$ cat config.mk
export PLATFORM = sky130hd
export DESIGN_NAME = dsle_back
export DESIGN_NICKNAME = d
export VERILOG_FILES = /design/src/dsle_pkg.sv /design/src/dsle_back.sv
export SDC_FILE = /design/constraint.sdc
export NUM_CORES = 2
export LEC_CHECK = 0
export ABC_AREA = 1
export BUFFER_PORTS_ARGS = -buffer_cell sky130_fd_sc_hd__buf_2
export CORE_MARGIN = 3
export CORE_UTILIZATION = 35
export CTS_BUF_LIST = sky130_fd_sc_hd__clkbuf_4
export CTS_CLUSTER_DIAMETER = 120
export CTS_CLUSTER_SIZE = 14
export DETAILED_ROUTE_END_ITERATION = 16
export SLEW_MARGIN = 30
export SYNTH_ARGS = -nofsm -noshare
export SYNTH_HDL_FRONTEND = slang
export SYNTH_SLANG_ARGS = --single-unit
$ cat constraint.sdc
create_clock -name clk -period 17.48 [get_ports clk]
set_clock_uncertainty 0.2 [all_clocks]
set_input_delay 3.496 -clock clk [delete_from_list [all_inputs] [get_ports clk]]
set_output_delay 3.496 -clock clk [all_outputs]
set_load 0.02 [all_outputs]
$ cat src/dsle_pkg.sv
`timescale 1ns / 1ps
// ----------------------------------------------------------------------------
// Disparity sd estimator package
// Shared types and constants for the Laplace-approximation sd estimator.
// ----------------------------------------------------------------------------
package dsle_pkg;

  // Configuration register indexes.
  localparam logic [2:0] REG_BLUR_SD     = 3'd0;
  localparam logic [2:0] REG_WINDOW_MULT = 3'd1;
  localparam logic [2:0] REG_MIN_SD      = 3'd2;
  localparam logic [2:0] REG_MAX_SD      = 3'd3;
  localparam logic [2:0] REG_COST_SCALE  = 3'd4;
  localparam logic [2:0] REG_RIGHT_WIDTH = 3'd5;

  // Fixed field and accumulator widths.
  localparam int COST_SUM_W = 48;
  localparam int WGT_SUM_W  = 32;
  localparam int IN_DATA_W  = 64;
  localparam int OUT_DATA_W = 16;

  // Back-end divider and square root widths.
  localparam int DIV_NUM_W   = 56;
  localparam int DIV_DEN_W   = 33;
  localparam int SQRT_W      = 36;
  localparam int SQRT_STEPS  = 18;

  typedef struct packed {
    logic [15:0] blur_sd;
    logic [7:0]  window_mult;
    logic [15:0] min_sd;
    logic [15:0] max_sd;
    logic [15:0] cost_scale;
    logic [12:0] right_width;
  } cfg_t;

  // Per-pixel snapshot handed from the front end to the back end.
  typedef struct packed {
    logic                             masked;
    logic [2:0][COST_SUM_W-1:0]       cost_sum;
    logic [2:0][WGT_SUM_W-1:0]        wgt_sum;
  } snap_t;

  typedef enum logic [2:0] {
    F_FILL, F_IDLE, F_WIN, F_DIV, F_RD, F_FIN
  } front_state_t;

  typedef enum logic [2:0] {
    B_IDLE, B_LOAD, B_DIV, B_CLAMP, B_SQRT, B_OUT
  } back_state_t;

  // Divider operations, in the order the back end runs them.
  typedef enum logic [2:0] {
    OP_NB, OP_NC, OP_NA, OP_CLO, OP_CHI, OP_RCP
  } op_t;

endpackage

$ cat src/dsle_back.sv
`timescale 1ns / 1ps
// ----------------------------------------------------------------------------
// Pixel back end
// Normalizes the three sums, forms and clamps the curvature, and takes
// the reciprocal square root with one shared divider and a root unit.
// ----------------------------------------------------------------------------
module dsle_back (
  input  logic                          clk,
  input  logic                          rst_n,
  input  dsle_pkg::cfg_t                cfg,
  input  logic                          q_valid,
  input  dsle_pkg::snap_t               q_head,
  output logic                          q_pop,
  output logic                          out_tvalid,
  input  logic                          out_tready,
  output logic [dsle_pkg::OUT_DATA_W-1:0] out_tdata
);
  import dsle_pkg::*;

  back_state_t state_r, state_nxt;
  op_t         op_r;
  snap_t       snap_r;

  logic [DIV_NUM_W-1:0] num_r;
  logic [DIV_DEN_W-1:0] den_r;
  logic [DIV_DEN_W-1:0] rem_r;
  logic [5:0]           cnt_r;
  logic [DIV_DEN_W:0]   rem_sh;
  logic                 qbit;
  logic [DIV_NUM_W-1:0] quot;

  logic [2:0][DIV_NUM_W-1:0] n_r;
  logic [DIV_DEN_W-1:0]      clo_r, chi_r;

  logic [SQRT_W-1:0] sq_v_r, sq_r_r, sq_bit_r, sq_t, sq_r_nxt;
  logic [SQRT_W-1:0] rr;

  logic [15:0] mn_eff, mx_eff;
  logic [15:0] res_r;
  logic        out_v_r;
  logic [15:0] out_d_r;
  logic        any_zero;

  logic signed [57:0] dd;
  logic [DIV_DEN_W-1:0] dd_c;

  assign mn_eff = (cfg.min_sd == 16'd0) ? 16'd1 : cfg.min_sd;
  assign mx_eff = (cfg.max_sd == 16'd0) ? 16'd1 : cfg.max_sd;

  assign out_tvalid = out_v_r;
  assign out_tdata  = out_d_r;

  assign any_zero = (q_head.wgt_sum[0] == '0) || (q_head.wgt_sum[1] == '0) ||
                    (q_head.wgt_sum[2] == '0);

  // Restoring divide step.
  assign rem_sh = {rem_r, num_r[DIV_NUM_W-1]};
  assign qbit   = (rem_sh >= {1'b0, den_r});
  assign quot   = {num_r[DIV_NUM_W-2:0], qbit};

  // Root step.
  assign sq_t = sq_r_r + sq_bit_r;
  always_comb begin
    if (sq_v_r >= sq_t) begin
      sq_r_nxt = (sq_r_r >> 1) + sq_bit_r;
    end else begin
      sq_r_nxt = sq_r_r >> 1;
    end
    rr = (sq_r_nxt + SQRT_W'(1)) >> 1;
  end

  // Curvature and clamp.
  always_comb begin
    dd = $signed(58'(n_r[0])) + $signed(58'(n_r[2])) - $signed({1'b0, n_r[1], 1'b0});
    if (dd < $signed(58'(clo_r))) dd = $signed(58'(clo_r));
    if (dd > $signed(58'(chi_r))) dd = $signed(58'(chi_r));
    dd_c = dd[DIV_DEN_W-1:0];
  end

  // Next state and queue pop.
  always_comb begin
    state_nxt = state_r;
    q_pop     = 1'b0;
    unique case (state_r)
      B_IDLE: begin
        if (q_valid) begin
          q_pop = 1'b1;
          state_nxt = (q_head.masked || any_zero) ? B_OUT : B_LOAD;
        end
      end
      B_LOAD:  state_nxt = B_DIV;
      B_DIV: begin
        if (cnt_r == 6'd1) begin
          unique case (op_r)
            OP_CHI:  state_nxt = B_CLAMP;
            OP_RCP:  state_nxt = B_SQRT;
            default: state_nxt = B_LOAD;
          endcase
        end
      end
      B_CLAMP: state_nxt = B_DIV;
      B_SQRT: begin
        if (cnt_r == 6'd1) state_nxt = B_OUT;
      end
      B_OUT: begin
        if (!out_v_r || out_tready) state_nxt = B_IDLE;
      end
      default: state_nxt = B_IDLE;
    endcase
  end

  // Control state.
  always_ff @(posedge clk) begin
    if (!rst_n) begin
      state_r <= B_IDLE;
      out_v_r <= 1'b0;
    end else begin
      state_r <= state_nxt;
      if (state_r == B_OUT && (!out_v_r || out_tready)) begin
        out_v_r <= 1'b1;
      end else if (out_tready) begin
        out_v_r <= 1'b0;
      end
    end
  end

  // Datapath.
  always_ff @(posedge clk) begin
    if (state_r == B_OUT && (!out_v_r || out_tready)) begin
      out_d_r <= res_r;
    end
    unique case (state_r)
      B_IDLE: begin
        snap_r <= q_head;
        op_r   <= OP_NB;
        res_r  <= q_head.masked ? 16'd0 : mx_eff;
      end
      B_LOAD: begin
        rem_r <= '0;
        cnt_r <= 6'(DIV_NUM_W);
        unique case (op_r)
          OP_NB: begin
            num_r <= {snap_r.cost_sum[0], 8'b0};
            den_r <= {1'b0, snap_r.wgt_sum[0]};
          end
          OP_NC: begin
            num_r <= {snap_r.cost_sum[1], 8'b0};
            den_r <= {1'b0, snap_r.wgt_sum[1]};
          end
          OP_NA: begin
            num_r <= {snap_r.cost_sum[2], 8'b0};
            den_r <= {1'b0, snap_r.wgt_sum[2]};
          end
          OP_CLO: begin
            num_r <= DIV_NUM_W'(1) << 32;
            den_r <= DIV_DEN_W'(mx_eff) * DIV_DEN_W'(mx_eff);
          end
          default: begin
            num_r <= DIV_NUM_W'(1) << 32;
            den_r <= DIV_DEN_W'(mn_eff) * DIV_DEN_W'(mn_eff);
          end
        endcase
      end
      B_DIV: begin
        rem_r <= qbit ? DIV_DEN_W'(rem_sh - {1'b0, den_r}) : rem_sh[DIV_DEN_W-1:0];
        num_r <= quot;
        // The reciprocal hands its count over to the root steps.
        if (cnt_r == 6'd1 && op_r == OP_RCP) begin
          cnt_r <= 6'(SQRT_STEPS);
        end else begin
          cnt_r <= cnt_r - 6'd1;
        end
        if (cnt_r == 6'd1) begin
          unique case (op_r)
            OP_NB:  n_r[0] <= quot;
            OP_NC:  n_r[1] <= quot;
            OP_NA:  n_r[2] <= quot;
            OP_CLO: clo_r  <= DIV_DEN_W'(quot);
            OP_CHI: chi_r  <= DIV_DEN_W'(quot);
            default: begin
              sq_v_r   <= SQRT_W'(quot);
              sq_r_r   <= '0;
              sq_bit_r <= SQRT_W'(1) << 34;
            end
          endcase
          if (op_r != OP_RCP && op_r != OP_CHI) begin
            op_r <= op_t'(op_r + 3'd1);
          end
        end
      end
      B_CLAMP: begin
        num_r <= DIV_NUM_W'(1) << 34;
        den_r <= dd_c;
        rem_r <= '0;
        cnt_r <= 6'(DIV_NUM_W);
        op_r  <= OP_RCP;
      end
      B_SQRT: begin
        if (sq_v_r >= sq_t) begin
          sq_v_r <= sq_v_r - sq_t;
        end
        sq_r_r   <= sq_r_nxt;
        sq_bit_r <= sq_bit_r >> 2;
        cnt_r    <= cnt_r - 6'd1;
        if (cnt_r == 6'd1) begin
          res_r <= (rr > SQRT_W'(16'hFFFF)) ? 16'hFFFF : rr[15:0];
        end
      end
      default: begin
      end
    endcase
  end

endmodule

Word level (Yosys, flattened, before mapping):

Index checks and enable logic that the tools add are counted.

* input bits: 330
* register bits: 749

* muxes and demuxes: 41
* add/sub/neg operators: 9
* equality and inequality tests: 20
* magnitude comparators: 5
* reduce and logical (&&, ||, !) cells: 35
* $mul: 2

Operator list (number)
* case mux 56 bit (3 select lines): 2
* two-way mux 36 bit: 8
* case mux 36 bit (2 select lines): 3
* case mux 33 bit (2 select lines): 2
* case mux 32 bit (4 select lines): 1
* zero test 32 bit: 3
* two-way mux 16 bit: 5
* two-way mux 33 bit: 2
* multiplier 16 x 16 -> 32 bit: 2
* > comparator 58 x 34 -> 1 bit: 1
* < comparator 58 x 34 -> 1 bit: 1
* two-way mux 58 bit: 1
* subtractor 57 x 57 -> 58 bit: 1
* adder 56 x 56 -> 57 bit: 1
* adder 35 x 36 -> 36 bit: 1
* adder 36 x 1 -> 36 bit, second input constant: 1
* adder 36 bit: 1
* greater-or-equal comparator 36 bit: 1
* subtractor 36 bit: 1
* > comparator 35 x 16 -> 1 bit, second input constant: 1
* greater-or-equal comparator 34 x 33 -> 1 bit: 1
* subtractor 33 bit: 1
* zero test 16 bit: 2
* case mux 16 bit (2 select lines): 1
* other kinds (26): 68

Logic depth before layout (Yosys ltp):

* depth in word-level cells: 8
* mapped depth: 51
* depth with buffers taken out: 48

Least setup slack after synthesis:

OpenSTA, ideal clock, no wires.

* kind: reg-to-output
* start: register state_r[0]
* end: output port q_pop
* arrival: 11.802 ns
* path buffers: 0
* data required time: 13.784 ns
* path slack: 1.982 ns
* cell stages (with the launch flop): 6
* cell sequence: dfxtp_1 nor2_1 inv_1 nor2_1 inv_1 nor2_1

* longest elaborated chain between the ends: 2

RTL lines
* start, declared: line dsle_back.sv:20 `back_state_t state_r, state_nxt;`
* start signal, assigned: line dsle_back.sv:118 `state_r <= state_nxt;`
* zero test 3 bit: line dsle_back.sv:84 `unique case (state_r)`
* two-way mux 1 bit: line dsle_back.sv:84
* end, declared: line dsle_back.sv:13 `output logic q_pop,`

Every way passes these cells.

Worst setup path after layout:

* start: register n_r[61] in the netlist's numbering
* end: register den_r[8], data pin

* longest elaborated chain between the ends: 6

RTL lines
* start, declared: line dsle_back.sv:32 `logic [2:0][DIV_NUM_W-1:0] n_r;`
* subtractor 57 x 57 -> 58 bit *: line dsle_back.sv:74 `dd = $signed(58'(n_r[0])) + $signed(58'(n_r[2])) - $signed({1'b0, n_r[1], 1'b0});`
* < comparator 58 x 34 -> 1 bit: line dsle_back.sv:75 `if (dd < $signed(58'(clo_r))) dd = $signed(58'(clo_r));`
* two-way mux 58 bit *: line dsle_back.sv:75
* > comparator 58 x 34 -> 1 bit: line dsle_back.sv:76 `if (dd > $signed(58'(chi_r))) dd = $signed(58'(chi_r));`
* two-way mux 33 bit *: line dsle_back.sv:76
* case mux 33 bit (2 select lines) *: line dsle_back.sv:132 `unique case (state_r)`
* end signal, assigned: line dsle_back.sv:144 `den_r <= {1'b0, snap_r.wgt_sum[0]};`
* end signal, assigned: line dsle_back.sv:148 `den_r <= {1'b0, snap_r.wgt_sum[1]};`
* end signal, assigned: line dsle_back.sv:152 `den_r <= {1'b0, snap_r.wgt_sum[2]};`
* end, declared: line dsle_back.sv:25 `logic [DIV_DEN_W-1:0] den_r;`

Mark *: on every way between the ends. The rest lies on a longest branch, timed or not.
A chain may end at the register's enable or synchronous reset.

==> flow_results.org <==
** Outcome
- The run finished with clean final reports.

** Synth
- Simple-Gate Fraction of Synth Area :: 0.1721
- Post-synthesis compound-gate area fraction :: 0.09618
- Top cell types by occurrence after synthesis :: nand2_1 (1339), inv_1 (1302), edfxtp_1 (727)
- Number of nets produced by synthesis :: approximately 7700
- By area, the combinational part of the netlist is dominated by adder cells.
- The share of the Yosys chip area taken by registers is 0.3783.
- Largest area contributor in the synthesized netlist :: edfxtp_1
- Yosys warnings :: 0
- Post-synthesis sequential element count :: 731
- In the synthesized netlist the dominant register cell turns out to be edfxtp_1.
- Of the total synthesized cell area, the portion taken by full adders, half adders and majority gates is 0.2253.
- Of all flip-flops after synthesis, the portion carrying an async set or reset was 0.
- Counting flops with a built-in enable in the synthesized netlist gives 727.
- Dividing the synthesized area by the synthesized cell count gives 8.872 sq um.
- Instance count of the mapped netlist :: 6529
- Cell Area, Synth :: ~58000 sq um
- The share of synthesized area in the top cell type comes to 0.3769.
- Measured against the total synthesized area, the mux share comes to 0.0001944.
- Post-synthesis cell type count :: 61
- Cell types with the largest area share after synthesis :: edfxtp_1 (38%), fa_1 (13%), ha_1 (9.2%)
- Among all cell types in the netlist, the one instantiated most often is nand2_1.
- Of the total synthesized cell area, the portion taken by XOR and XNOR cells is 0.02933.

** Power
- Dividing total power by cell area gives a power density of 189.5 nW/um^2.
- Switching pwr :: 6.128 mW
- Part of the total power dissipated in combinational logic :: 0.654
- Of the total power, the clock network draws 0.068.
- Static leakage :: 29.42 nW
- Internal power comes to about 5.7 mW.
- Proportion of total power due to net switching :: 0.5170
- VDD sags by at most roughly 0.00020 V.
- Sequential cell fraction of total power :: 0.278

** Setup path
- Category of cells accounting for the largest share of critical-path delay :: compound AO/OA/AOI/OAI gates
- STA puts the critical path data required time at 18.19 ns.
- The slowest stage of the critical path belongs to the cell fa_1.
- Depth of the critical timing path with buffers and inverters included :: 41
- Category of the worst setup path launch point :: flip-flop
- Critical path class :: reg -> reg
- STA classifies the critical path endpoint as a flip-flop.
- The largest single stage delay on the critical path is 0.51 ns.
- The worst register-to-register path has a depth of 41.
- Combined buffer and inverter count along the critical path :: 7
- Data on the critical path arrives at its endpoint at about 10 ns.
- In this design, the critical path's most frequently occurring cell is nand2_1.
- Of all nets on the critical path, the largest fanout is ~60.

** Route
- ANT nets after route :: 0
- Pre-Repair DR Iteration Count :: 8
- For this block, the initial DRC count from the detailed router was 3562.
- Via count normalized by instance count :: 4.985
- Wire length per cell after detailed routing :: 18.79 um
- After detailed routing, the number of remaining DRC violations is 0.
- Final WL :: 168200 um
- The routed layout has 44620 vias.

** Timing
- Counting I/O delays and the setup requirement, the final critical path takes 9.729 ns.
- Total Negative Setup Slacks :: 0 ns
- Upper clock frequency limit :: 102.8 MHz
- Final setup viols :: 0
- The number of pins with negative max-slew slack in the final report was 0.
- In the finished design, the share of the clock period the worst path needs comes to 0.5566.
- Number of hold-slack violations in the final timing report :: 0
- For the pin with the worst max-slew slack, the measured transition is 1.138 ns.
- Worst Setup Slack, final :: 7.751 ns
- In this run the tightest slew margin relative to its limit is 0.2410.
- Setup repair after global routing left no endpoint under its margin.
- The tightest hold path in the finished design has a slack of 0.2421 ns.

** Final layout
- Number of nets in the layout :: between 7000 and 8000
- Non-filler instance count after layout :: a little under 9000
- Fill cells in the final layout number between 15000 and 20000.
- In the final layout, the share of cells above drive strength 1 is 0.08189.
- The area growth from synthesis to layout is 7.975%.

** GRT
- Congestion Overflow GR :: 0
- The initial antenna violation count was 25.
- Entering global routing, the biggest net connects 145 pins.
- The first global-routing pass estimated 258500 um of wire.
- The via count of the first global-routing pass came to around 44000.
- For this run, the total global-route usage over all layers was measured as 0.1950.

** Clock network
- Clock buffers created by TritonCTS :: 60
- CTS tree :: yes
- CTS clk-pin slew, worst paths :: 0.18 ns
- # hold bufs at CTS :: 0
- Deepest clock path buffer count :: 3
- Master cell of the clock root buffer :: clkbuf_4
- The number of setup buffers added after CTS is 0.
- The H-tree was split into 2 levels.
- Total number of clock tree sinks :: 731
- At the later pin of the worst-skew pair, clock insertion delay measures 1.08 ns.
- Count of cells resized by post-cts repair :: 0

** Die
- Starting density of the core :: 0.3543
- The floorplan has approximately 150 rows.
- The die is 412.8 um tall.
- In this run the standard cell core region covers 163500 sq um.
- The floorplan step defined a die boundary enclosing 170400 sq um.
- In this run the horizontal extent of the chip is 412.8 um.
- In this run the count of I/O pins placed on the die edge is 348.

** Run
- Across the run, the number of max-cap violations was 0.

** Place
- Port buffer count :: 294
- OpenSTA, run right after detailed placement, puts the worst setup slack at 7.025 ns.
- Dpl hpwl :: 131500 um
- The congestion estimate from routability-driven global placement came to 0.9432.
- After detailed placement, the design holds a cell count of 8851.

** Hold path
- The worst hold path was traced through 0 stages.
- Worst hold-check path type :: reg -> reg
## per-layer routing
layer  up-vias  part of all wire  track usage  wire length (um)
met1     21600              0.46       0.2778             77870
li1      21630                 -            -                 -
met5         -           0.00029            0                48
met3       181             0.056      0.01997              9393
met2      1204              0.46       0.3199             77270
met4         8             0.021      0.04387              3569
## metrics by stage
stage / area, sq um / power (mW) / util
6_report: 62550 / 11.85 / 0.3825
5_1_grt: 62540 / 12.97 / 0.3825
4_1_cts: 62480 / 11.85 / 0.3821
3_5_place_dp: 61800 / 11.00 / 0.3780
3_3_place_gp: 61690 / 10.89 / 0.3773
2_1_floorplan: 57930 / 8.801 / -
## power groups by stage
stage	sequential, mW	combinational, mW	clock [mW]
global route	3.35	8.73	0.892
finish	3.30	7.75	0.805
floorplan	3.31	5.49	0
detailed placement	3.33	7.67	0
global placement	3.31	7.57	0
CTS	3.29	7.72	0.843
## sequential cells by signal (all words and copies together), names as in the netlist
signal,count
den_r,33
sq_v_r,36
sq_bit_r,18
clo_r,33
op_r,3
sq_r_r,36
snap_r,240
out_tvalid,1
n_r,168
out_tdata,16
rem_r,33
state_r,3
num_r,56
res_r,16
chi_r,33
cnt_r,6
## final cells by class
| type | count | area, sq um | share of cell area |
|---|---|---|---|
| Clock inverter | 8 | 83.83 | 0.001340 |
| Clock buffer | 79 | 593.1 | 0.009482 |
| Sequential cell | 731 | 21910 | 0.3503 |
| Inverter | 1319 | 4957 | 0.07926 |
| Multi-Input combinational cell | 4299 | 30400 | 0.4860 |
| Tap cell | 2175 | 2721 | 0.04351 |
| Antenna cell | 9 | 22.52 | 0.0003601 |
| Timing Repair Buffer | 329 | 1859 | 0.02973 |
## worst paths after layout
check	startpoint	to	slack (ns)
min	res_r[14]	out_tdata[14]	0.24
max	n_r[61]	den_r[8]	7.75
max reg2reg	n_r[61]	den_r[8]	7.75
min reg2reg	res_r[14]	out_tdata[14]	0.24
## cells by family after synthesis
kind of cell,count (synthesis)
multiplexers,1
XOR/XNOR,194
buffers and inverters,1499
adder cells (fa/ha/maj),812
flip-flops,731
AND/OR/NAND/NOR,2316
AO/OA/AOI/OAI,976
## layout by cell type, fill, tap and decap left out, drive strengths merged, types with 9 or more instances in the layout
master,count
o21a,11
nor2,453
nor4,43
o211ai,17
buf,329
o21bai,19
diode,9
ha,427
clkinv,11
edfxtp,727
nand4,64
fa,385
a21boi,13
a221oi,9
or2,18
xor2,115
nand2,1384
a21oi,400
nor3,40
a31oi,46
inv,1315
a22o,72
clkbuf,79
o21ai,327
nand3,285
xnor2,79
a21o,17
nand3b,16
o22ai,9
(Power assumes the default switching activity.)
