`config.mk`:
```
export PLATFORM = sky130hd
export DESIGN_NAME = dsle_fifo
export DESIGN_NICKNAME = d
export VERILOG_FILES = /design/src/dsle_pkg.sv /design/src/dsle_fifo.sv
export SDC_FILE = /design/constraint.sdc
export NUM_CORES = 1
export LEC_CHECK = 0
export ABC_AREA = 1
export BUFFER_PORTS_ARGS = -buffer_cell sky130_fd_sc_hd__buf_2
export CAP_MARGIN = 20
export CORE_AREA = 2 2 191 193
export CTS_BUF_LIST = sky130_fd_sc_hd__clkbuf_2
export CTS_CLUSTER_DIAMETER = 40
export DETAILED_ROUTE_END_ITERATION = 8
export DIE_AREA = 0 0 193 195
export GPL_ROUTABILITY_DRIVEN = 1
export PLACE_DENSITY = 0.79
export SYNTH_ARGS = -nofsm -noshare
export SYNTH_HDL_FRONTEND = slang
export SYNTH_SLANG_ARGS = --single-unit
```
`constraint.sdc`:
```
create_clock -name clk -period 38.5 [get_ports clk]
set_input_delay 5.775 -clock clk [delete_from_list [all_inputs] [get_ports clk]]
set_output_delay 5.775 -clock clk [all_outputs]
set_load 0.1 [all_outputs]
```
`src/dsle_pkg.sv`:
```
`timescale 1ns / 1ps
// ----------------------------------------------------------------------------
// Disparity sd estimator package
// Shared types and constants for the Laplace-approximation sd estimator.
// ----------------------------------------------------------------------------
package dsle_pkg;

  // Configuration register indexes.
  localparam logic [2:0] REG_BLUR_SD     = 3'd0;
  localparam logic [2:0] REG_WINDOW_MULT = 3'd1;
  localparam logic [2:0] REG_MIN_SD      = 3'd2;
  localparam logic [2:0] REG_MAX_SD      = 3'd3;
  localparam logic [2:0] REG_COST_SCALE  = 3'd4;
  localparam logic [2:0] REG_RIGHT_WIDTH = 3'd5;

  // Fixed field and accumulator widths.
  localparam int COST_SUM_W = 48;
  localparam int WGT_SUM_W  = 32;
  localparam int IN_DATA_W  = 64;
  localparam int OUT_DATA_W = 16;

  // Back-end divider and square root widths.
  localparam int DIV_NUM_W   = 56;
  localparam int DIV_DEN_W   = 33;
  localparam int SQRT_W      = 36;
  localparam int SQRT_STEPS  = 18;

  typedef struct packed {
    logic [15:0] blur_sd;
    logic [7:0]  window_mult;
    logic [15:0] min_sd;
    logic [15:0] max_sd;
    logic [15:0] cost_scale;
    logic [12:0] right_width;
  } cfg_t;

  // Per-pixel snapshot handed from the front end to the back end.
  typedef struct packed {
    logic                             masked;
    logic [2:0][COST_SUM_W-1:0]       cost_sum;
    logic [2:0][WGT_SUM_W-1:0]        wgt_sum;
  } snap_t;

  typedef enum logic [2:0] {
    F_FILL, F_IDLE, F_WIN, F_DIV, F_RD, F_FIN
  } front_state_t;

  typedef enum logic [2:0] {
    B_IDLE, B_LOAD, B_DIV, B_CLAMP, B_SQRT, B_OUT
  } back_state_t;

  // Divider operations, in the order the back end runs them.
  typedef enum logic [2:0] {
    OP_NB, OP_NC, OP_NA, OP_CLO, OP_CHI, OP_RCP
  } op_t;

endpackage

```
`src/dsle_fifo.sv`:
```
`timescale 1ns / 1ps
// ----------------------------------------------------------------------------
// Snapshot queue
// Two-entry queue of per-pixel sums between the front and back ends.
// ----------------------------------------------------------------------------
module dsle_fifo (
  input  logic          clk,
  input  logic          rst_n,
  input  logic          push,
  input  dsle_pkg::snap_t push_entry,
  output logic          full,
  input  logic          pop,
  output logic          valid,
  output dsle_pkg::snap_t head
);
  import dsle_pkg::*;

  snap_t      mem_r [2];
  logic       wr_ptr_r, wr_ptr_nxt;
  logic       rd_ptr_r, rd_ptr_nxt;
  logic [1:0] cnt_r, cnt_nxt;

  assign full  = (cnt_r == 2'd2);
  assign valid = (cnt_r != 2'd0);
  assign head  = mem_r[rd_ptr_r];

  // Pointer and count update.
  always_comb begin
    wr_ptr_nxt = wr_ptr_r;
    rd_ptr_nxt = rd_ptr_r;
    cnt_nxt    = cnt_r;
    if (push && !full) begin
      wr_ptr_nxt = ~wr_ptr_r;
    end
    if (pop && valid) begin
      rd_ptr_nxt = ~rd_ptr_r;
    end
    case ({push && !full, pop && valid})
      2'b10:   cnt_nxt = cnt_r + 2'd1;
      2'b01:   cnt_nxt = cnt_r - 2'd1;
      default: cnt_nxt = cnt_r;
    endcase
  end

  always_ff @(posedge clk) begin
    if (!rst_n) begin
      wr_ptr_r <= 1'b0;
      rd_ptr_r <= 1'b0;
      cnt_r    <= 2'd0;
    end else begin
      wr_ptr_r <= wr_ptr_nxt;
      rd_ptr_r <= rd_ptr_nxt;
      cnt_r    <= cnt_nxt;
    end
  end

  // Entry storage.
  always_ff @(posedge clk) begin
    if (push && !full) begin
      mem_r[wr_ptr_r] <= push_entry;
    end
  end

endmodule

```
Word level (Yosys, flattened, before mapping)
Memory sizes are Yosys's and may differ from the RTL's. A register that Yosys moved wholly into a read port is not among the register bits.
Cells that the tools add are included.
- add/subtract/negate cells: 2
- equal/unequal tests: 3
- multiplexer cells: 5
- bitwise logic cells: 2
- reductions and logical operators: 5
- operators with widths (cell ; number):
    == test 2 bit, second input constant ; 2
    2-to-1 mux 1 bit ; 4
    case mux 2 bit (2 select lines) ; 1
    nonzero test 2 bit ; 2
    adder 2 x 1 -> 2 bit, second input constant ; 1
    == test 2 x 1 -> 1 bit, second input constant ; 1
    logical AND 1 bit ; 2
    inverter 1 bit ; 2
    subtractor 2 x 1 -> 2 bit, second input constant ; 1
    logical NOT 1 bit ; 1
- flip-flop bits (word level): 4
- RAM bits: 482
- logic and storage cells: 21
- memories kept: 1
- memory list (name ; depth ; width ; rd ports ; clocked after memory_dff ; wr ports ; RTL line ; text):
    mem_r ; 2 ; 241 ; 1 ; 1 ; 1 ; dsle_fifo.sv:18 ; snap_t mem_r [2];

Depth between registers and ports, before layout
Gate-level depths: netlist of run 1.
- word-level depth: 5
- mapped depth: 10
- mapped depth without buffers: 10

Least setup slack after synthesis of run 1
OpenSTA, ideal clock, no wires.
- path type: in2reg
- start point: in push
- end point: mem mem_r[0][0] in the netlist's numbering, enable pin
- arrival: 16022 ps
- required time: 37654 ps
- setup slack: 21632 ps
- cell stages on the path: 4
- cell sequence: inv_1 > nor2_1 > inv_1 > nor2_1
- cells in the longest elaborated chain, start to end: 3
- ends and longest elaborated chain (what ; RTL line ; text):
    start: declaration ; dsle_fifo.sv:9 ; input logic push,
    logical AND 1 bit ; dsle_fifo.sv:59 ; if (push && !full) begin
    2-to-1 mux 1 bit ; dsle_fifo.sv:59 ;
    2-to-1 mux 1 bit (implied by the code) ; dsle_fifo.sv:60 ; mem_r[wr_ptr_r] <= push_entry;
    end: declaration ; dsle_fifo.sv:18 ;
No other way between the ends.

==> results.yml, run 1 <==
outcome:
  outcome: "finished clean"
layout:
  areaGrowthSynthToFinish_pct: 20.3
  drive_above_1_share_pct: 63.3
  filler_cells: 2532
  final_net_count: 1618
  finish.instance_area_um2: 22200
setup_path:
  critical_path.max_fanout: 59
  cpMaxStageDelayCell: "sky130_fd_sc_hd__buf_4"
  start_to_end_type_of_the_worst_setup_path: "flop to output port"
  critical_path.max_stage_delay_ps: 910
  arrival_time_at_the_worst_endpoint_ps: 4260
  startpoint_type: "flop"
  timing.critical_path.cells: "buf_4 -> buf_4 -> mux2_4 -> buf_2"
  cp-end-kind: "output port"
  critical-path-top-cell-by-count: "sky130_fd_sc_hd__buf_4"
  required_ps: 32720
timing:
  timing_max_transition_violations_final: 0
  slew-limit-headroom_pct: 27.1
  final_critical_path_setup_slack_ps: 28470
  unrepaired_setup_endpoints_after_global_routing: "no"
  max_clock_freq_mhz: 99.7
  worst_clock_skew_ps: 86.8
  worstMarginPinSlew_ps: 1090
  timing.final.crit_period_ps: 10030
  hold_viol_final: 0
  period_share_pct: 26.1
  finalSetupTns_ps: 0
  finalSetupViolations: 0
drt:
  drt_first_iter_violations: 420
  routed-via-count: 9445
  wl_per_cell_um: 19.7
  drt_pass1_iterations: 4
  via_per_inst: 4.96
  post_drt_antenna_nets: 0
  drc: 0
  routed_wirelength_um: 37600
power_and_ir_drop:
  vdd_ir_drop_max_v: 0.0000692
  leakagePower_nw: 8.87
  powerDensity_nw_per_um2: 72.7
hold_path:
  hold_path.class: "flop to flop"
clock_tree:
  cts_resized: 0
  clock-root-buffer: "sky130_fd_sc_hd__clkbuf_2"
  clk_pin_slew_ps: 90
  cts_sinks: 487
  cts_buffer_count: 114
  cts.repair_timing.setup_buffer_count: 0
  ctsHtreeMaxLevel: 3
  worst_skew_pair.late_latency_ps: 990
  clk_path_buf_depth: 3
  total_of_hold_buffers_inserted_after_clock_tree_synthesis: 0
  cts_tree: "yes"
die:
  die_area_um2: 37600
  initial_utilization_pct: 52.0
  num_io_pins: 488
  die_y_um: 195
  number_of_core_rows: 69
  die_width_um: 193
  core-area_um2: 35400
yosys:
  synth.net_count: 1034
  synth_cells: 788
  sequential_to_total_area_share_from_yosys_stat_pct: 79.1
  yosysTopAreaCellShare_pct: 78.6
  syn-cell-area_um2: 18400
  count_of_distinct_cell_types_in_the_synthesized_netlist: 16
  synthesis.yosys.warnings: 0
  synth_top_cell_by_area: "sky130_fd_sc_hd__edfxtp_1"
  synthTopCellsByArea: "sky130_fd_sc_hd__edfxtp_1 (79%), sky130_fd_sc_hd__mux2_4 (15%), sky130_fd_sc_hd__mux2_2 (3.1%)"
  ys_ff_latch: 487
  synthesized_area_per_cell_um2: 23.4
placed_design:
  placement.setup.worst_slack_ps: 29460
  place.port_buffers: 487
  postPlaceCellArea_um2: 21200
  place.detailed.hpwl_um: 25900
  place_congestion: 0.827
global_route:
  globalRoute.totalOverflow: 0
  grt_antenna_before_repair: 15
  grt_pass1_wl_um: 54100
  gr-usage-all-layers_pct: 19.5
  number_of_global_route_vias_before_repair: 9895
  largest_net_degree_at_the_start_of_global_routing: 164
run:
  max_cap_check_violation_count: 0
-- metal layers --
| metal | GRT usage, % | share of wire, % |
|---|---|---|
| met3 | 8.59 | 10 |
| met5 | 0 | 0.15 |
| met1 | 20.3 | 36 |
| met4 | 10.2 | 3.5 |
| met2 | 33.0 | 50 |
-- worst paths after layout --
path              cells past startpoint                       to                  start  slack (ps)
hold reg to reg                       2    rd_ptr_r$_SDFFE_PN0P_  rd_ptr_r$_SDFFE_PN0P_         520
setup / recovery                      4                 head[54]                   flop       28470
setup reg to reg                      6  mem_r[1][210]$_DFFE_PP_  cnt_r[0]$_SDFFE_PN0P_       34850
hold / removal                        2    rd_ptr_r$_SDFFE_PN0P_  rd_ptr_r$_SDFFE_PN0P_         520
-- placed cells by master (no fill, tap or decap), types with 2 or more instances in the layout --
master,Yosys,layout
sky130_fd_sc_hd__dfxtp_1,5,4
sky130_fd_sc_hd__edfxtp_1,482,482
sky130_fd_sc_hd__clkinv_1,0,9
sky130_fd_sc_hd__nor2_1,12,11
sky130_fd_sc_hd__buf_4,0,7
sky130_fd_sc_hd__mux2_2,51,51
sky130_fd_sc_hd__diode_2,0,9
sky130_fd_sc_hd__nand2_1,8,8
sky130_fd_sc_hd__buf_2,5,487
sky130_fd_sc_hd__mux2_4,190,190
sky130_fd_sc_hd__inv_1,7,6
sky130_fd_sc_hd__inv_2,0,2
sky130_fd_sc_hd__clkbuf_2,0,164
-- Yosys cell counts --
cell type	n
sky130_fd_sc_hd__dfxtp_1	5
sky130_fd_sc_hd__buf_2	5
sky130_fd_sc_hd__nand2_1	8
sky130_fd_sc_hd__inv_1	7
sky130_fd_sc_hd__ha_1	1
sky130_fd_sc_hd__mux2_4	190
sky130_fd_sc_hd__o21a_1	1
sky130_fd_sc_hd__nand3_1	1
sky130_fd_sc_hd__buf_6	21
sky130_fd_sc_hd__mux2_2	51
sky130_fd_sc_hd__nand4_1	1
sky130_fd_sc_hd__buf_8	1
sky130_fd_sc_hd__o21ai_0	1
sky130_fd_sc_hd__edfxtp_1	482
sky130_fd_sc_hd__nor2_1	12
sky130_fd_sc_hd__a21oi_1	1
-- final cells by class --
cell class | count | area (um2) | area share, %
Sequential cell | 487 | 14600 | 65.8
Antenna cell | 9 | 22.5 | 0.102
Timing Repair Buffer | 495 | 2510 | 11.3
Multi-Input combinational cell | 267 | 3550 | 16.0
Clock inverter | 14 | 62.6 | 0.282
Tap cell | 461 | 577 | 2.60
Inverter | 7 | 33.8 | 0.152
Clock buffer | 164 | 821 | 3.70
-- stage by stage --
stage	util, %	cells	power (mW)	hold WS, ps
global placement	60.0	1717	1.33	469
floorplan	-	788	1.27	451
CTS	62.5	1895	1.63	518
global route	62.6	1902	1.67	541
detailed placement	60.0	1717	1.33	499
finish	62.6	1904	1.61	519
-- power breakdown --
part	total, mW	internal, mW	switching [mW]
combinational	0.653	0.134	0.519
clock	0.291	0.111	0.180
sequential	0.666	0.649	0.0173
-- cell families after synthesis --
| kind of cell | synth area share (%) |
|---|---|
| AND/OR/NAND/NOR | 0.469 |
| AO/OA/AOI/OAI | 0.0951 |
| multiplexers | 18.6 |
| buffers and inverters | 1.64 |
| flip-flops | 79.1 |
| adder cells (fa/ha/maj) | 0.0679 |
-- registers in the layout, indices dropped and copies added (netlist names), named ones only --
signal    count
rd_ptr_r      1
wr_ptr_r      1
cnt_r         2
mem_r       482
-- critical path: cells and delay by family (launching register included) --
family	cells	cell delay, ps
mux	1	300
buf+inv	3	2150
flops	1	680
(Power assumes the default switching activity.)
==> run 2: changes to the inputs <==
--- a/config.mk
+++ b/config.mk
@@ -8,13 +8,13 @@
 export ABC_AREA = 1
 export BUFFER_PORTS_ARGS = -buffer_cell sky130_fd_sc_hd__buf_2
 export CAP_MARGIN = 20
-export CORE_AREA = 2 2 191 193
+export CORE_ASPECT_RATIO = 1.5
+export CORE_UTILIZATION = 49
 export CTS_BUF_LIST = sky130_fd_sc_hd__clkbuf_2
 export CTS_CLUSTER_DIAMETER = 40
 export DETAILED_ROUTE_END_ITERATION = 8
-export DIE_AREA = 0 0 193 195
 export GPL_ROUTABILITY_DRIVEN = 1
-export PLACE_DENSITY = 0.79
+export PLACE_DENSITY = 0.78
 export SYNTH_ARGS = -nofsm -noshare
 export SYNTH_HDL_FRONTEND = slang
 export SYNTH_SLANG_ARGS = --single-unit
==> constraint.sdc (replaced) <==
create_clock -name clk -period 8.8 [get_ports clk]
set_input_delay 1.32 -clock clk [delete_from_list [all_inputs] [get_ports clk]]
set_output_delay 1.32 -clock clk [all_outputs]
set_load 0.1 [all_outputs]
==> results.yml, run 2 (same netlist as run 1, synthesis figures left out) <==
clock_tree:
  ctsHtreeMaxLevel: 3
  cts_sinks: 487
  worst_skew_pair.late_latency_ps: 960
  cts_buffer_count: 102
  cts_tree: "yes"
  clock-root-buffer: "sky130_fd_sc_hd__clkbuf_2"
  cts.repair_timing.setup_buffer_count: 0
  cts_resized: 0
  total_of_hold_buffers_inserted_after_clock_tree_synthesis: 0
  clk_pin_slew_ps: 100
  clk_path_buf_depth: 3
layout:
  final_net_count: 1605
  mostFrequentLayoutCell: "sky130_fd_sc_hd__buf_2"
  finish.instance_area_um2: 22200
  largest_registers: "mem_r x482, cnt_r x2"
  filler_cells: 2719
  layout.area.seq_um2: 14600
  multi_input_area_um2: 3550
  final_cell_mix: "sky130_fd_sc_hd__buf_2 (487), sky130_fd_sc_hd__edfxtp_1 (482), sky130_fd_sc_hd__mux2_4 (190)"
  largest_reg_flops: 482
  areaGrowthSynthToFinish_pct: 20.8
  largest_register: "mem_r"
  drive_above_1_share_pct: 61.5
placed_design:
  place_congestion: 0.784
  place.port_buffers: 487
  place.detailed.hpwl_um: 24500
  postPlaceCellArea_um2: 21300
die:
  core-area_um2: 36900
  number_of_core_rows: 86
  die_y_um: 239
  initial_utilization_pct: 49.9
  die_width_um: 160
  die_area_um2: 38400
  num_io_pins: 488
timing:
  timing_max_transition_violations_final: 0
  worstMarginPinSlew_ps: 1060
  timing.final.crit_period_ps: 4780
  unrepaired_setup_endpoints_after_global_routing: "no"
  max_clock_freq_mhz: 209
  slew-limit-headroom_pct: 28.8
  finalSetupTns_ps: 0
  hold_viol_final: 0
  period_share_pct: 54.4
  worst_clock_skew_ps: 56.9
  finalSetupViolations: 0
setup_path:
  startpoint_type: "flop"
  cp-end-kind: "output port"
  required_ps: 7480
  arrival_time_at_the_worst_endpoint_ps: 3460
  start_to_end_type_of_the_worst_setup_path: "flop to output port"
  critical_path.max_fanout: 116
drt:
  via_per_inst: 4.89
  wl_per_cell_um: 18.7
  post_drt_antenna_nets: 0
  met1_length_um: 12500
  drt_pass1_iterations: 4
  drc: 0
  met2_wirelength_um: 19400
  top_signal_layer_used: "met5"
  routed-via-count: 9465
  drt_first_iter_violations: 381
  met3_length_um: 2850
  routed_wirelength_um: 36200
power_and_ir_drop:
  power.sequential.fraction_pct: 41.4
  leakagePower_nw: 8.83
  sw_frac_of_total_pct: 44.8
  powerDensity_nw_per_um2: 317
  vdd_ir_drop_max_v: 0.000266
  clock_power_share_pct: 18.2
  design_power_total_mw: 7.05
  power.combinational.fraction_pct: 40.5
  power.internal_mw: 3.89
  switching_power_mw: 3.16
run:
  max_cap_check_violation_count: 0
global_route:
  gr-usage-all-layers_pct: 18.2
  grt_antenna_before_repair: 12
  number_of_global_route_vias_before_repair: 9726
  largest_net_degree_at_the_start_of_global_routing: 121
  globalRoute.totalOverflow: 0
  grt_pass1_wl_um: 52100
hold_path:
  hold_path.class: "flop to flop"
outcome:
  outcome: "finished clean"
run 2: layout make-up:
type                       instances  area share [%]
inverter                           7           0.152
clock inverter                    50            1.07
clock buffer                     138            3.10
sequential                       487            65.5
antenna                            9           0.101
multi-input combinational        267            16.0
tap                              484            2.72
timing repair buffer             494            11.4
run 2: layer usage:
metal / global-route usage (%) / vias up
li1: - / 4349
met1: 18.3 / 4619
met2: 32.5 / 413
met3: 6.46 / 78
met4: 10.3 / 6
met5: 0 / -
run 2: stage by stage:
step                std cells  setup WS, ps  hold slack [ps]  util [%]
CTS                      1927          3890              335      60.2
finish                   1936          4020              506      60.3
global route             1936          3790              330      60.3
detailed placement       1739          4630              486      57.7
global placement         1739          4670              464      57.7
floorplan                 788           471              451         -
run 2: power by group through the flow:
stage / Clock, mW / Sequential [mW] / Combinational (mW)
6_report: 1.28 / 2.92 / 2.85
5_1_grt: 1.44 / 2.94 / 2.92
4_1_cts: 1.34 / 2.92 / 2.87
3_5_place_dp: 0 / 2.97 / 2.86
3_3_place_gp: 0 / 2.96 / 2.85
2_1_floorplan: 0 / 2.99 / 2.55
run 2: path summary, 6_finish.rpt:
check,start,to,slack (ps),cells after the start
setup / recovery,flop,head[88],4020,3
hold / removal,rd_ptr_r$_SDFFE_PN0P_,rd_ptr_r$_SDFFE_PN0P_,510,2
setup reg to reg,cnt_r[0]$_SDFFE_PN0P_,mem_r[0][57]$_DFFE_PP_,5570,6
hold reg to reg,rd_ptr_r$_SDFFE_PN0P_,rd_ptr_r$_SDFFE_PN0P_,510,2
run 2: worst max-delay path, cell delays in order, from the launching register on:
cell and delay (ps):
sky130_fd_sc_hd__dfxtp_4 910, sky130_fd_sc_hd__buf_12 570, sky130_fd_sc_hd__mux2_4 300, sky130_fd_sc_hd__buf_2 420
==> run 3: changes to the inputs <==
==> constraint.sdc (replaced) <==
create_clock -name clk -period 3.9 [get_ports clk]
set_input_delay 0.585 -clock clk [delete_from_list [all_inputs] [get_ports clk]]
set_output_delay 0.585 -clock clk [all_outputs]
set_load 0.1 [all_outputs]
==> results.yml, run 3 (same netlist as run 1, synthesis figures left out) <==
outcome:
  outcome: "finished clean"
timing:
  worst_clock_skew_ps: 94.0
  timing_max_transition_violations_final: 0
  max_clock_freq_mhz: 283
  slew-limit-headroom_pct: 47.4
  unrepaired_setup_endpoints_after_global_routing: "no"
  timing.final.crit_period_ps: 3540
  period_share_pct: 90.8
  worstMarginPinSlew_ps: 788
  finalSetupViolations: 0
  hold_viol_final: 0
clock_tree:
  ctsHtreeMaxLevel: 3
  cts_sinks: 487
  cts.repair_timing.setup_buffer_count: 0
  cts_tree: "yes"
  worst_skew_pair.late_latency_ps: 980
  clk_pin_slew_ps: 110
  clock-root-buffer: "sky130_fd_sc_hd__clkbuf_2"
  clk_path_buf_depth: 3
  cts_buffer_count: 105
global_route:
  number_of_global_route_vias_before_repair: 11727
  grt_antenna_before_repair: 6
  grt_pass1_wl_um: 63600
  globalRoute.totalOverflow: 0
  gr-usage-all-layers_pct: 22.3
  largest_net_degree_at_the_start_of_global_routing: 127
layout:
  final_net_count: 1860
  areaGrowthSynthToFinish_pct: 34.6
  largest_registers: "mem_r x482, cnt_r x2"
  largest_register: "mem_r"
  final_cell_mix: "sky130_fd_sc_hd__buf_2 (487), sky130_fd_sc_hd__edfxtp_1 (482), sky130_fd_sc_hd__dlygate4sd3_1 (244)"
  mostFrequentLayoutCell: "sky130_fd_sc_hd__buf_2"
  drive_above_1_share_pct: 54.2
  largest_reg_flops: 482
  layout.core_utilization_pct: 67.2
drt:
  routed_wirelength_um: 43400
  drt_first_iter_violations: 559
  post_drt_antenna_nets: 0
  routed-via-count: 10695
  via_per_inst: 4.91
  drc: 0
  drt_pass1_iterations: 5
  wl_per_cell_um: 19.9
die:
  initial_utilization_pct: 49.9
  die_width_um: 160
  die_area_um2: 38400
  num_io_pins: 488
  number_of_core_rows: 86
  core-area_um2: 36900
  die_y_um: 239
setup_path:
  startpoint_type: "flop"
  start_to_end_type_of_the_worst_setup_path: "flop to output port"
  required_ps: 3310
  r2r_setup_slack_ps: 1470
  cp-end-kind: "output port"
  arrival_time_at_the_worst_endpoint_ps: 2950
  critical_path.max_fanout: 38
run:
  max_cap_check_violation_count: 0
power_and_ir_drop:
  leakagePower_nw: 9.94
  design_power_total_mw: 16.3
  vdd_ir_drop_max_v: 0.000549
  powerDensity_nw_per_um2: 659
placed_design:
  place.port_buffers: 487
  place.detailed.hpwl_um: 26700
  place_congestion: 0.807
hold_path:
  hold_path.class: "input pin to flop"
-- run 3: cell types whose count changed in the layout (fill, tap and decap cells not counted), moves of 3 or more --
cell,change
sky130_fd_sc_hd__clkinv_2,-6
sky130_fd_sc_hd__clkinv_1,-22
sky130_fd_sc_hd__clkbuf_2,+19
sky130_fd_sc_hd__diode_2,-3
sky130_fd_sc_hd__buf_4,+4
sky130_fd_sc_hd__dlygate4sd3_1,+244
sky130_fd_sc_hd__buf_12,+4
-- run 3: worst max-delay path, stage by stage (launching register included) --
cell and delay, ps:
sky130_fd_sc_hd__dfxtp_4 830, sky130_fd_sc_hd__buf_4 470, sky130_fd_sc_hd__mux2_4 230, sky130_fd_sc_hd__buf_2 420
-- run 3: per-stage QoR --
stage	std cells	setup TNS (ps)	hold slack (ps)	area [um2]	worst slack, ps
after floorplan	788	-498240	451	18500	-1160
after global placement	1747	0	475	21400	1390
after detailed placement	1747	0	475	21400	1370
after CTS	2171	0	157	24800	178
after global routing	2177	0	179	24800	135
final	2177	0	323	24800	360
-- run 3: metal layers --
metal  track usage [%]  share of wire (%)
met2              41.9                 56
met1              21.8                 33
met3              5.94                6.5
met4              12.6                4.5
met5                 0                  0
-- run 3: power breakdown --
part,switching (mW),total (mW),internal [mW]
Sequential,0.200,6.60,6.40
Combinational,5.23,6.74,1.51
Clock,1.86,3.00,1.13
-- run 3: timing repair --
item | 4_1_cts | 5_1_grt
resized for setup | 0 | 0
hold endpoints to repair | 487 | 0
setup endpoints to repair | 0 | 0
hold buffers | 244 | 0
-- run 3: worst paths after layout --
kind | to | start | depth (start not counted)
max reg2reg | mem_r[1][213]$_DFFE_PP_ | cnt_r[1]$_SDFFE_PN0P_ | 6
min | mem_r[0][233]$_DFFE_PP_ | push_entry[233] | 2
max | head[136] | flop | 3
min reg2reg | cnt_r[1]$_SDFFE_PN0P_ | cnt_r[1]$_SDFFE_PN0P_ | 2
-- run 3: cell type report --
cell class                      count  area (um2)
Antenna cell                        6        15.0
Clock buffer                      157         786
Clock inverter                     23         133
Fill cell                        2303       12100
Inverter                            7        30.0
Multi-Input combinational cell    267        3570
Sequential cell                   487       14600
Tap cell                          484         606
Timing Repair Buffer              746        5080
